File: config.mk
export PLATFORM = sky130hd
export DESIGN_NAME = note_arpeggiator_up_unit
export DESIGN_NICKNAME = d
export VERILOG_FILES = /design/src/hdl/arp_pkg.sv /design/src/hdl/arp_front.sv /design/src/hdl/arp_cmd_fifo.sv /design/src/hdl/arp_back.sv /design/src/hdl/note_arpeggiator_up_unit.sv
export SDC_FILE = /design/constraint.sdc
export NUM_CORES = 1
export LEC_CHECK = 0
export BUFFER_PORTS_ARGS = -buffer_cell sky130_fd_sc_hd__buf_2
export CORE_MARGIN = 8
export CORE_UTILIZATION = 40
export CTS_CLUSTER_DIAMETER = 80
export DETAILED_ROUTE_END_ITERATION = 8
export HOLD_SLACK_MARGIN = 0.02
export SLEW_MARGIN = 20
export SYNTH_ARGS = -nofsm -noshare
export SYNTH_HDL_FRONTEND = slang
export SYNTH_SLANG_ARGS = --single-unit
File: constraint.sdc
create_clock -name clk -period 5.7 [get_ports clk]
set_input_delay 0.57 -clock clk [delete_from_list [all_inputs] [get_ports clk]]
set_output_delay 0.57 -clock clk [all_outputs]
set_load 0.03 [all_outputs]
File: src/hdl/arp_pkg.sv
// Shared types and constants for the up-mode note arpeggiator.
`default_nettype none

package arp_pkg;

  // Number of note numbers kept in the held-note map.
  localparam int NOTE_RANGE = 128;
  localparam int SCAN_W     = $clog2(NOTE_RANGE);

  localparam int NOTE_W     = 7;
  localparam int KIND_W     = 2;
  localparam int CNT_W      = 8;
  localparam int STEP_W     = 24;
  localparam int PDATA_W    = 32;
  localparam int PADDR_W    = 3;

  localparam logic [STEP_W-1:0] STEP_RESET = STEP_W'(24000);

  // Input kind codes.
  localparam logic [KIND_W-1:0] KIND_ON   = 2'd0;
  localparam logic [KIND_W-1:0] KIND_OFF  = 2'd1;
  localparam logic [KIND_W-1:0] KIND_TICK = 2'd2;

  // Register index of the step length, taken from the byte address.
  localparam logic REG_STEP = 1'b0;

  typedef struct packed {
    logic [KIND_W-1:0] kind;
    logic [NOTE_W-1:0] note;
  } in_req_t;

  typedef struct packed {
    logic              is_note_on;
    logic [NOTE_W-1:0] out_note;
    logic              last;
  } out_req_t;

  typedef enum logic [1:0] {
    OP_SET,
    OP_CLR,
    OP_TICK
  } cmd_op_t;

  typedef struct packed {
    cmd_op_t           op;
    logic [NOTE_W-1:0] note;
  } cmd_t;

  typedef enum logic [1:0] {
    BK_IDLE,
    BK_OFF,
    BK_SCAN,
    BK_ON
  } back_state_t;

endpackage

`default_nettype wire

File: src/hdl/arp_front.sv
// Front end: takes input requests and turns them into commands for the queue.
`default_nettype none

module arp_front (
  input  wire logic           in_valid,
  output logic                in_stall,
  input  wire arp_pkg::in_req_t in_req,
  input  wire logic           q_full,
  output logic                q_push,
  output arp_pkg::cmd_t       q_cmd
);

  logic accept;
  logic in_range;

  assign in_stall = q_full;
  assign accept   = in_valid && !q_full;
  assign in_range = ({1'b0, in_req.note} < (arp_pkg::NOTE_W + 1)'(arp_pkg::NOTE_RANGE));

  // Unused kind codes and notes beyond the map are dropped here.
  always_comb begin
    q_push      = 1'b0;
    q_cmd.op    = arp_pkg::OP_TICK;
    q_cmd.note  = in_req.note;
    priority if (in_req.kind == arp_pkg::KIND_ON) begin
      q_push   = accept && in_range;
      q_cmd.op = arp_pkg::OP_SET;
    end else if (in_req.kind == arp_pkg::KIND_OFF) begin
      q_push   = accept && in_range;
      q_cmd.op = arp_pkg::OP_CLR;
    end else if (in_req.kind == arp_pkg::KIND_TICK) begin
      q_push   = accept;
      q_cmd.op = arp_pkg::OP_TICK;
    end else begin
      q_push   = 1'b0;
    end
  end

endmodule

`default_nettype wire

File: src/hdl/arp_cmd_fifo.sv
// Two-entry command queue between the front end and the back end.
`default_nettype none

module arp_cmd_fifo (
  input  wire logic          clk,
  input  wire logic          rst_n,
  input  wire logic          push,
  input  wire arp_pkg::cmd_t push_cmd,
  input  wire logic          pop,
  output logic               full,
  output logic               not_empty,
  output arp_pkg::cmd_t      head
);

  arp_pkg::cmd_t mem_r [2];
  logic       wr_ptr_r, wr_ptr_nxt;
  logic       rd_ptr_r, rd_ptr_nxt;
  logic [1:0] cnt_r, cnt_nxt;
  logic       do_push, do_pop;

  assign full      = (cnt_r == 2'd2);
  assign not_empty = (cnt_r != 2'd0);
  assign head      = mem_r[rd_ptr_r];
  assign do_push   = push && !full;
  assign do_pop    = pop && not_empty;

  always_comb begin
    wr_ptr_nxt = do_push ? ~wr_ptr_r : wr_ptr_r;
    rd_ptr_nxt = do_pop ? ~rd_ptr_r : rd_ptr_r;
    cnt_nxt    = cnt_r + {1'b0, do_push} - {1'b0, do_pop};
  end

  always_ff @(posedge clk) begin
    if (!rst_n) begin
      wr_ptr_r <= 1'b0;
      rd_ptr_r <= 1'b0;
      cnt_r    <= 2'd0;
    end else begin
      wr_ptr_r <= wr_ptr_nxt;
      rd_ptr_r <= rd_ptr_nxt;
      cnt_r    <= cnt_nxt;
    end
  end

  always_ff @(posedge clk) begin
    if (do_push) begin
      mem_r[wr_ptr_r] <= push_cmd;
    end
  end

endmodule

`default_nettype wire

File: src/hdl/arp_back.sv
// Back end: held-note map, step timer, rank scan and result register.
`default_nettype none

module arp_back (
  input  wire logic                          clk,
  input  wire logic                          rst_n,
  input  wire logic [arp_pkg::STEP_W-1:0]    step_samples,
  input  wire logic                          cmd_valid,
  input  wire arp_pkg::cmd_t                 cmd,
  output logic                               cmd_pop,
  output logic                               out_valid,
  input  wire logic                          out_stall,
  output arp_pkg::out_req_t                  out_req
);

  arp_pkg::back_state_t state_r, state_nxt;

  logic [arp_pkg::NOTE_RANGE-1:0] map_r, map_nxt;
  logic [arp_pkg::CNT_W-1:0]      held_cnt_r, held_cnt_nxt;
  logic [arp_pkg::CNT_W-1:0]      step_idx_r, step_idx_nxt;
  logic [arp_pkg::STEP_W-1:0]     elapsed_r, elapsed_nxt;
  logic                           snd_vld_r, snd_vld_nxt;
  logic [arp_pkg::NOTE_W-1:0]     snd_note_r, snd_note_nxt;
  logic [arp_pkg::CNT_W-1:0]      rank_r, rank_nxt;
  logic [arp_pkg::CNT_W-1:0]      seen_r, seen_nxt;
  logic [arp_pkg::SCAN_W-1:0]     pos_r, pos_nxt;
  logic                           off_last_r, off_last_nxt;
  logic                           out_vld_r, out_vld_nxt;
  arp_pkg::out_req_t              out_q_r, out_q_nxt;

  logic                           slot_free;
  logic [arp_pkg::SCAN_W-1:0]     cmd_bit;
  logic [arp_pkg::CNT_W-1:0]      rank_sel;

  assign out_valid = out_vld_r;
  assign out_req   = out_q_r;
  assign slot_free = !out_vld_r || !out_stall;
  assign cmd_bit   = cmd.note[arp_pkg::SCAN_W-1:0];
  assign rank_sel  = (step_idx_r >= held_cnt_r) ? '0 : step_idx_r;

  always_comb begin
    state_nxt    = state_r;
    map_nxt      = map_r;
    held_cnt_nxt = held_cnt_r;
    step_idx_nxt = step_idx_r;
    elapsed_nxt  = elapsed_r;
    snd_vld_nxt  = snd_vld_r;
    snd_note_nxt = snd_note_r;
    rank_nxt     = rank_r;
    seen_nxt     = seen_r;
    pos_nxt      = pos_r;
    off_last_nxt = off_last_r;
    out_vld_nxt  = out_vld_r && out_stall;
    out_q_nxt    = out_q_r;
    cmd_pop      = 1'b0;

    unique case (state_r)
      arp_pkg::BK_IDLE: begin
        if (cmd_valid) begin
          cmd_pop = 1'b1;
          unique case (cmd.op)
            arp_pkg::OP_SET: begin
              if (!map_r[cmd_bit]) begin
                map_nxt[cmd_bit] = 1'b1;
                held_cnt_nxt     = held_cnt_r + 1'b1;
              end
            end
            arp_pkg::OP_CLR: begin
              if (map_r[cmd_bit]) begin
                map_nxt[cmd_bit] = 1'b0;
                held_cnt_nxt     = held_cnt_r - 1'b1;
              end
            end
            arp_pkg::OP_TICK: begin
              if (held_cnt_r == '0) begin
                step_idx_nxt = '0;
                elapsed_nxt  = step_samples;
                if (snd_vld_r) begin
                  off_last_nxt = 1'b1;
                  state_nxt    = arp_pkg::BK_OFF;
                end
              end else if (elapsed_r >= step_samples) begin
                elapsed_nxt  = arp_pkg::STEP_W'(1);
                rank_nxt     = rank_sel;
                step_idx_nxt = rank_sel + 1'b1;
                seen_nxt     = '0;
                pos_nxt      = '0;
                off_last_nxt = 1'b0;
                state_nxt    = snd_vld_r ? arp_pkg::BK_OFF : arp_pkg::BK_SCAN;
              end else begin
                elapsed_nxt  = elapsed_r + 1'b1;
              end
            end
            default: begin
            end
          endcase
        end
      end

      arp_pkg::BK_OFF: begin
        if (slot_free) begin
          out_vld_nxt          = 1'b1;
          out_q_nxt.is_note_on = 1'b0;
          out_q_nxt.out_note   = snd_note_r;
          out_q_nxt.last       = off_last_r;
          snd_vld_nxt          = 1'b0;
          state_nxt            = off_last_r ? arp_pkg::BK_IDLE : arp_pkg::BK_SCAN;
        end
      end

      arp_pkg::BK_SCAN: begin
        pos_nxt = pos_r + 1'b1;
        if (map_r[pos_r] && (seen_r == rank_r)) begin
          snd_note_nxt = arp_pkg::NOTE_W'(pos_r);
          state_nxt    = arp_pkg::BK_ON;
        end else begin
          if (map_r[pos_r]) begin
            seen_nxt = seen_r + 1'b1;
          end
          if (pos_r == arp_pkg::SCAN_W'(arp_pkg::NOTE_RANGE - 1)) begin
            snd_note_nxt = '0;
            state_nxt    = arp_pkg::BK_ON;
          end
        end
      end

      arp_pkg::BK_ON: begin
        if (slot_free) begin
          out_vld_nxt          = 1'b1;
          out_q_nxt.is_note_on = 1'b1;
          out_q_nxt.out_note   = snd_note_r;
          out_q_nxt.last       = 1'b1;
          snd_vld_nxt          = 1'b1;
          state_nxt            = arp_pkg::BK_IDLE;
        end
      end
    endcase
  end

  always_ff @(posedge clk) begin
    if (!rst_n) begin
      state_r    <= arp_pkg::BK_IDLE;
      map_r      <= '0;
      held_cnt_r <= '0;
      step_idx_r <= '0;
      elapsed_r  <= '0;
      snd_vld_r  <= 1'b0;
      snd_note_r <= '0;
      out_vld_r  <= 1'b0;
    end else begin
      state_r    <= state_nxt;
      map_r      <= map_nxt;
      held_cnt_r <= held_cnt_nxt;
      step_idx_r <= step_idx_nxt;
      elapsed_r  <= elapsed_nxt;
      snd_vld_r  <= snd_vld_nxt;
      snd_note_r <= snd_note_nxt;
      out_vld_r  <= out_vld_nxt;
    end
  end

  always_ff @(posedge clk) begin
    rank_r     <= rank_nxt;
    seen_r     <= seen_nxt;
    pos_r      <= pos_nxt;
    off_last_r <= off_last_nxt;
    out_q_r    <= out_q_nxt;
  end

endmodule

`default_nettype wire

File: src/hdl/note_arpeggiator_up_unit.sv
// Top level of the up-mode note arpeggiator: front end, command queue, back end, register.
// Note-on and note-off requests set or clear one bit of a 128-entry held-note map and give
// no result; a tick request stands for one audio sample and advances the step timer. When
// a step starts, the unit releases the sounding note (a note-off result) and then sounds
// the held note at the current index in ascending note order (a note-on result with last
// set). With nothing held, a tick releases any sounding note and rearms the timer. Note
// requests and ticks that start no step are handled in the back end's idle state; a tick
// that starts a step then goes through the bit-serial scan of the held-note map that finds
// the note of the wanted rank and through a state for each emitted result. The two-entry
// command queue lets requests be taken while the back end scans, and the result register
// lets the back end go on while a result waits to be taken. The step length in samples is
// the single register at byte address 0 (24 bits, reset value 24000); write it only while
// the unit is idle.
`default_nettype none

module note_arpeggiator_up_unit (
  input  wire logic                            clk,
  input  wire logic                            rst_n,
  // Input request channel.
  input  wire logic                            in_valid,
  output logic                                 in_stall,
  input  wire arp_pkg::in_req_t                in_req,
  // Result request channel.
  output logic                                 out_valid,
  input  wire logic                            out_stall,
  output arp_pkg::out_req_t                    out_req,
  // Register port.
  input  wire logic                            psel,
  input  wire logic                            penable,
  input  wire logic                            pwrite,
  input  wire logic [arp_pkg::PADDR_W-1:0]     paddr,
  input  wire logic [arp_pkg::PDATA_W-1:0]     pwdata,
  output logic [arp_pkg::PDATA_W-1:0]          prdata,
  output logic                                 pready
);

  logic [arp_pkg::STEP_W-1:0] step_r, step_nxt;
  logic                       q_push, q_full, q_not_empty, q_pop;
  arp_pkg::cmd_t              q_cmd, q_head;
  logic                       reg_hit;

  // The step length register sits at word 0; any other address reads as zero.
  assign pready  = 1'b1;
  assign reg_hit = (paddr[2] == arp_pkg::REG_STEP);
  assign prdata  = reg_hit ? arp_pkg::PDATA_W'(step_r) : '0;

  always_comb begin
    step_nxt = step_r;
    if (psel && penable && pwrite && reg_hit) begin
      step_nxt = pwdata[arp_pkg::STEP_W-1:0];
    end
  end

  always_ff @(posedge clk) begin
    if (!rst_n) begin
      step_r <= arp_pkg::STEP_RESET;
    end else begin
      step_r <= step_nxt;
    end
  end

  // The front end drops ignored requests and queues the rest in arrival order.
  arp_front u_front (
    .in_valid (in_valid),
    .in_stall (in_stall),
    .in_req   (in_req),
    .q_full   (q_full),
    .q_push   (q_push),
    .q_cmd    (q_cmd)
  );

  arp_cmd_fifo u_fifo (
    .clk       (clk),
    .rst_n     (rst_n),
    .push      (q_push),
    .push_cmd  (q_cmd),
    .pop       (q_pop),
    .full      (q_full),
    .not_empty (q_not_empty),
    .head      (q_head)
  );

  // The back end owns all arpeggiator state and the result register.
  arp_back u_back (
    .clk          (clk),
    .rst_n        (rst_n),
    .step_samples (step_r),
    .cmd_valid    (q_not_empty),
    .cmd          (q_head),
    .cmd_pop      (q_pop),
    .out_valid    (out_valid),
    .out_stall    (out_stall),
    .out_req      (out_req)
  );

endmodule

`default_nettype wire
==> results of run 1 <==
power by group through the flow:
stage	clock, mW	combinational [mW]	sequential (mW)
after CTS	1.91	2.41	2.12
final	1.86	2.43	2.12
after global routing	1.98	2.61	2.14
after floorplan	0	1.78	2.08
after global placement	0	2.37	2.15
after detailed placement	0	2.39	2.16
cell usage after synthesis, drive strengths merged (11+ instances only):
| master | instances | area share (%) |
|---|---|---|
| and3 | 26 | 1.1 |
| mux2i | 41 | 2.9 |
| and2 | 15 | 0.61 |
| edfxtp | 51 | 9.9 |
| nor2 | 109 | 2.6 |
| nand2b | 17 | 0.69 |
| a221oi | 13 | 0.78 |
| a31oi | 119 | 4.9 |
| mux4 | 45 | 6.6 |
| a21o | 12 | 0.58 |
| nand2 | 268 | 6.5 |
| o21ai | 41 | 1.3 |
| a31o | 114 | 6.5 |
| xor2 | 19 | 1.1 |
| dfxtp | 208 | 27 |
| a311oi | 15 | 0.85 |
| clkbuf | 100 | 2.4 |
| nand4 | 13 | 0.53 |
| nor3 | 31 | 1.0 |
| inv | 70 | 1.7 |
| xnor2 | 16 | 0.91 |
| o211ai | 11 | 0.53 |
| buf | 67 | 2.8 |
| ha | 44 | 3.6 |
| a21oi | 76 | 2.5 |
| nand3 | 57 | 1.8 |
final cells by class:
class                           instances  area (µm²)
Clock buffer                           52         928
Clock inverter                          4        20.0
Multi-Input combinational cell       1260        8780
Timing Repair Buffer                  105         616
Sequential cell                       259        5700
Inverter                               70         263
Tap cell                              518         648
Fill cell                            3836       21400
logic make-up after synthesis:
group	after synthesis	synth area share, %
compound gates	497	23.3
buf+inv	237	6.88
flops	259	36.8
xor+xnor	35	1.98
simple gates	582	17.3
other cells	2	0.0486
fa+ha+maj	45	3.69
mux	92	9.92
final timing paths:
check                                                  startpoint                      endpoint  slack (ns)  depth (start not counted)
worst min-delay path                                    in_req[5]  u_fifo.mem_r[0][5]$_DFFE_PP_        0.18                          1
worst max register to register       u_fifo.mem_r[0][2]$_DFFE_PP_                     flip-flop        1.20                         11
worst max-delay path                 u_fifo.mem_r[0][2]$_DFFE_PP_                     flip-flop        1.20                         11
worst min register to register  u_back.snd_note_r[2]$_SDFFE_PN0P_   u_back.out_req[3]$_DFFE_PP_        0.45                          0
per-layer routing:
metal / global-route usage (%) / wire (µm) / up-vias
met5: 0 / 0 / -
met4: 8.57 / 2000 / 0
met3: 3.11 / 3390 / 123
met2: 35.1 / 23000 / 580
met1: 25.9 / 19700 / 6751
li1: - / - / 6438
metrics by stage:
stage,worst slack [ns],cells
global route,1.05,2268
global placement,1.34,2212
detailed placement,1.33,2212
floorplan,2.42,1756
finish,1.20,2268
CTS,1.29,2268
worst reg2reg max path, cell delays in order (launching register included):
cell,delay [ns]
edfxtp_1,0.66
nand2b_1,0.30
o21ai_2,0.93
buf_4,0.34
a221oi_1,0.11
o32ai_1,0.36
o41ai_1,0.21
nand2_2,0.22
nor2_2,0.08
o21ai_4,0.40
buf_4,0.55
a31o_2,0.29
==> key figures, run 1 <==
Clock tree
  – Post-CTS setup buffer count: 0
  – Clk Latency, worst-skew pair: 0.58 ns
  – CTS tree: yes
  – Clock sinks: 259
  – CTS clk-pin slew, worst paths: 0.06 ns
  – Post-CTS Hold Fix Bufs: 0
  – Cts repair resizes: 0
  – H-tree level count: 1
  – Num CTS Buffers: 30
  – CTS max path bufs: 3
  – Clk Tree Root Cell: clkbuf_16

Setup path
  – Top delay family on crit path: compound AO/OA/AOI/OAI gates
  – Critical Path Start Type: flip-flop
  – Critical Path Slowest Stage Cell: o21ai_2
  – Maximum fanout along the worst path: 48
  – Critical Path AT: 5.02 ns
  – Largest stage delay on the critical path: 0.93 ns
  – Required @ worst endpoint: 6.22 ns
  – Top cell by count, worst path: buf_4
  – CP cell instances: nand2b_1, o21ai_2, buf_4, a221oi_1, o32ai_1, o41ai_1, nand2_2, nor2_2, o21ai_4, buf_4, a31o_2
  – Buf/Inv on CP: 2
  – Crit path kind: reg -> reg
  – CP Capture Type: flip-flop

Power and ir drop
  – Static leakage: 6.31 nW
  – Overall power: 6.41 mW
  – Sequential share of power: 33.1%
  – Int Pwr: 3.77 mW
  – Net Sw Power: 2.65 mW
  – Cell Pwr Density: 378 nW/µm²
  – Peak supply drop: 252 µV
  – Logic gate share of total power: 37.9%
  – Sw Ratio: 41.3%
  – Clock share of power: 29.0%

Route
  – First-pass detailed-route iteration total: 5
  – DRC: 0
  – DR vias: 13900
  – DRT antenna net count: 0
  – 1st-iter DRT viols: 1200
  – Drt total wl: 48.1 mm
  – DR vias/cell: 6.13
  – Wire per inst: 21.2 µm

Timing
  – Hold Vio Cnt, Final: 0
  – Final setup fails: 0
  – Tmin final: 4.50 ns
  – Fmax: 0.222 GHz
  – Final slew viol count: 0
  – Setup TNS: 0 ns
  – Clock skew: 0.0333 ns
  – Max-Slew Margin vs Limit: 20.3%
  – Period utilization: 78.9%
  – Least-Margin Pin Slew: 1.20 ns
  – RSZ-0062 raised after global routing: no
  – Final hold slack: 0.183 ns

Global route
  – Vias in the first global route: 13200
  – GRT Overall Usage: 20.6%
  – Initial antenna violation count: 0
  – Congestion Overflow GR: 0
  – Largest net degree at the start of global routing: 94
  – First-pass GRT wire length: 75.0 mm

Die
  – Die height: 213 µm
  – Rows: 72
  – Die Span X: 213 µm
  – Die area: 45200 µm²
  – I/O pin total: 95
  – Starting Density: 40.3%
  – Core Region: 38400 µm²

Synth
  – Post-Synthesis Cells: 1749
  – Syn avg cell area: 8.84 µm²
  – Synthesized flop and latch total: 259
  – Seq/Total Area, Yosys: 36.8%
  – Synthesized area: 15500 µm²
  – Ys flop type: dfxtp_1
  – Ys async rst share: 0%
  – EDFF count, synth: 51
  – Distinct cells, synth: 81
  – Ys Warns: 0

Cells and area
  – Inserted Diodes: 0
  – Fin area: 17000 µm²
  – Commonest cells after routing, fill and taps aside: nand2_1 (267), dfxtp_1 (207), a31oi_1 (118), nor2_1 (105), a31o_1 (104)
  – Fin util: 44.2%
  – Synthesis-to-finish area growth: 9.68%
  – Share of post-route cells with drive strength above 1: 13.6%
  – Fin nets: 1822
  – Most common cell after layout, fill and taps aside: nand2_1

Status
  – Outcome: complete, no violations

Placement
  – GP Congestion: 0.871
  – Placed Area: 16000 µm²
  – Hpwl dp: 30.7 mm
  – IO Port Bufs: 75

Hold path
  – Hold/Removal Path Class: in -> reg

Job
  – Max-Cap Viols: 0
Power figures use the tool's default switching activity.
==> run 2, diff against run 1 <==
==> constraint.sdc (replaced) <==
create_clock -name clk -period 4 [get_ports clk]
set_input_delay 0.4 -clock clk [delete_from_list [all_inputs] [get_ports clk]]
set_output_delay 0.4 -clock clk [all_outputs]
set_load 0.03 [all_outputs]
==> run 2 against run 1 <==
Sequential share of layout area is 1.3 points lower. Routed wire length is 1.3% higher. Die area stayed put. Critical path type unchanged.
==> key figures, run 2 (synthesized netlist as in run 1, its figures left out) <==
Setup path
  – R2R setup slack: 0.08 ns
  – Critical Path AT: 4.44 ns
  – Reg2reg path depth: 10
  – CP Capture Type: flip-flop
  – Maximum fanout along the worst path: 112
  – Critical Path Start Type: flip-flop
  – Crit path kind: reg -> reg
  – Required @ worst endpoint: 4.52 ns

Timing
  – Fmax: 0.255 GHz
  – Setup TNS: 0 ns
  – Final hold slack: 0.0327 ns
  – Max-Slew Margin vs Limit: 29.4%
  – Period utilization: 98.1%
  – Clock skew: 0.0204 ns
  – Tmin final: 3.92 ns
  – Hold Vio Cnt, Final: 0
  – Final slew viol count: 0
  – RSZ-0062 raised after global routing: no
  – Final setup fails: 0
  – Least-Margin Pin Slew: 1.06 ns

Route
  – DRT antenna net count: 0
  – Drt total wl: 48.7 mm
  – First-pass detailed-route iteration total: 5
  – 1st-iter DRT viols: 1384
  – DR vias/cell: 6.07
  – DR vias: 14100
  – Wire per inst: 20.9 µm
  – DRC: 0

Global route
  – Congestion Overflow GR: 0
  – GRT Overall Usage: 20.9%
  – Largest net degree at the start of global routing: 113
  – Initial antenna violation count: 0
  – Vias in the first global route: 13300
  – First-pass GRT wire length: 76.1 mm

Placement
  – IO Port Bufs: 75
  – GP Congestion: 0.908
  – Hpwl dp: 32.3 mm
  – Placed Area: 16500 µm²
  – Cell total after placement: 2259

Power and ir drop
  – Cell Pwr Density: 555 nW/µm²
  – Static leakage: 6.69 nW
  – Sw Ratio: 39.3%
  – Clock share of power: 31.4%
  – Sequential share of power: 30.5%
  – Logic gate share of total power: 38.1%
  – Net Sw Power: 3.85 mW
  – Int Pwr: 5.95 mW
  – Peak supply drop: 586 µV

Die
  – Die area: 45200 µm²
  – Starting Density: 40.3%
  – Core Region: 38400 µm²
  – Rows: 72
  – Die height: 213 µm
  – Die Span X: 213 µm
  – I/O pin total: 95

Hold path
  – Worst hold endpoint: u_fifo.mem_r[1][0]$_DFFE_PP_
  – Hold/Removal Path Class: in -> reg
  – Min-delay src: in_req[0]
  – Worst hold path depth: 1

Clock tree
  – Clk Tree Root Cell: clkbuf_16
  – CTS tree: yes
  – Clk Latency, worst-skew pair: 0.57 ns
  – Cts repair resizes: 0
  – Clock sinks: 259
  – Num CTS Buffers: 30
  – CTS max path bufs: 3
  – H-tree level count: 1
  – CTS clk-pin slew, worst paths: 0.06 ns

Cells and area
  – Share of post-route cells with drive strength above 1: 16.3%
  – Synthesis-to-finish area growth: 14.2%
  – Commonest cells after routing, fill and taps aside: nand2_1 (267), dfxtp_1 (207), a31oi_1 (118), nor2_1 (107), a31o_1 (104)
  – Layout Cells excl Fill: 2325
  – Fillcell total: 3794
  – Most common cell after layout, fill and taps aside: nand2_1
  – Fin area: 17700 µm²
  – Inserted Diodes: 0
  – Fin nets: 1879

Job
  – Max-Cap Viols: 0

Status
  – Outcome: complete, no violations
run 2: area by class of cell:
type	instances	area (µm²)	area share, %
multi-input combinational	1260	8780	49.7
sequential	259	5700	32.3
timing repair buffer	162	1170	6.63
clock buffer	36	795	4.50
tap	518	648	3.67
clock inverter	20	309	1.75
inverter	70	263	1.49
run 2: worst max path at each step:
stage	to	cells after the start	startpoint	slack [ns]
6_report	flip-flop	10	flip-flop	0.08
3_3_place_gp	flip-flop	10	flip-flop	0.25
4_1_cts	flip-flop	10	flip-flop	0.19
5_1_grt	flip-flop	11	flip-flop	0.02
2_1_floorplan	u_back.snd_note_r[0]$_SDFFE_PN0P_	11	u_back.pos_r[0]$_SDFFCE_PN0P_	0.72
3_5_place_dp	flip-flop	10	flip-flop	0.20
run 2: routing by layer:
| metal | vias to the layer above | GRT usage [%] | share of wire (%) | wire [µm] |
|---|---|---|---|---|
| met4 | 0 | 7.85 | 4.1 | 2000 |
| met3 | 127 | 3.71 | 7.2 | 3510 |
| met2 | 571 | 34.7 | 47 | 23000 |
| met5 | - | 0 | 0 | 0 |
| met1 | 6864 | 26.9 | 41 | 20200 |
| li1 | 6540 | - | - | - |
run 2: what timing repair did:
| item | 4_1_cts | 5_1_grt |
|---|---|---|
| hold endpoints to repair | 12 | 0 |
| buffers inserted | 0 | 4 |
| endpoints found under the setup margin | 0 | 42 |
| hold buffers | 6 | 0 |
run 2: through the flow:
stage | util (%) | power, mW | setup WS (ns)
after detailed placement | 42.9 | 6.70 | 0.199
final | 46.0 | 9.80 | 0.0779
after global placement | 42.9 | 6.66 | 0.251
after global routing | 46.0 | 10.3 | 0.0248
after CTS | 45.9 | 9.80 | 0.185
after floorplan | - | 5.50 | 0.717
run 2: power groups by stage:
stage          registers (mW)  logic [mW]  clock network, mW
2_1_floorplan            2.97        2.53                  0
3_3_place_gp             3.04        3.62                  0
3_5_place_dp             3.05        3.66                  0
4_1_cts                  2.99        3.68               3.13
5_1_grt                  3.01        4.01               3.24
6_report                 2.99        3.73               3.08
run 2: critical path: stages (launching register included):
cell and delay (ns):
dfxtp_2 0.52, mux2i_4 0.69, mux4_2 0.66, and2_0 0.18, o41ai_1 0.36, buf_4 0.21, and2_1 0.19, nand4_1 0.17
o21ai_4 0.11, buf_12 0.39, a31o_2 0.24
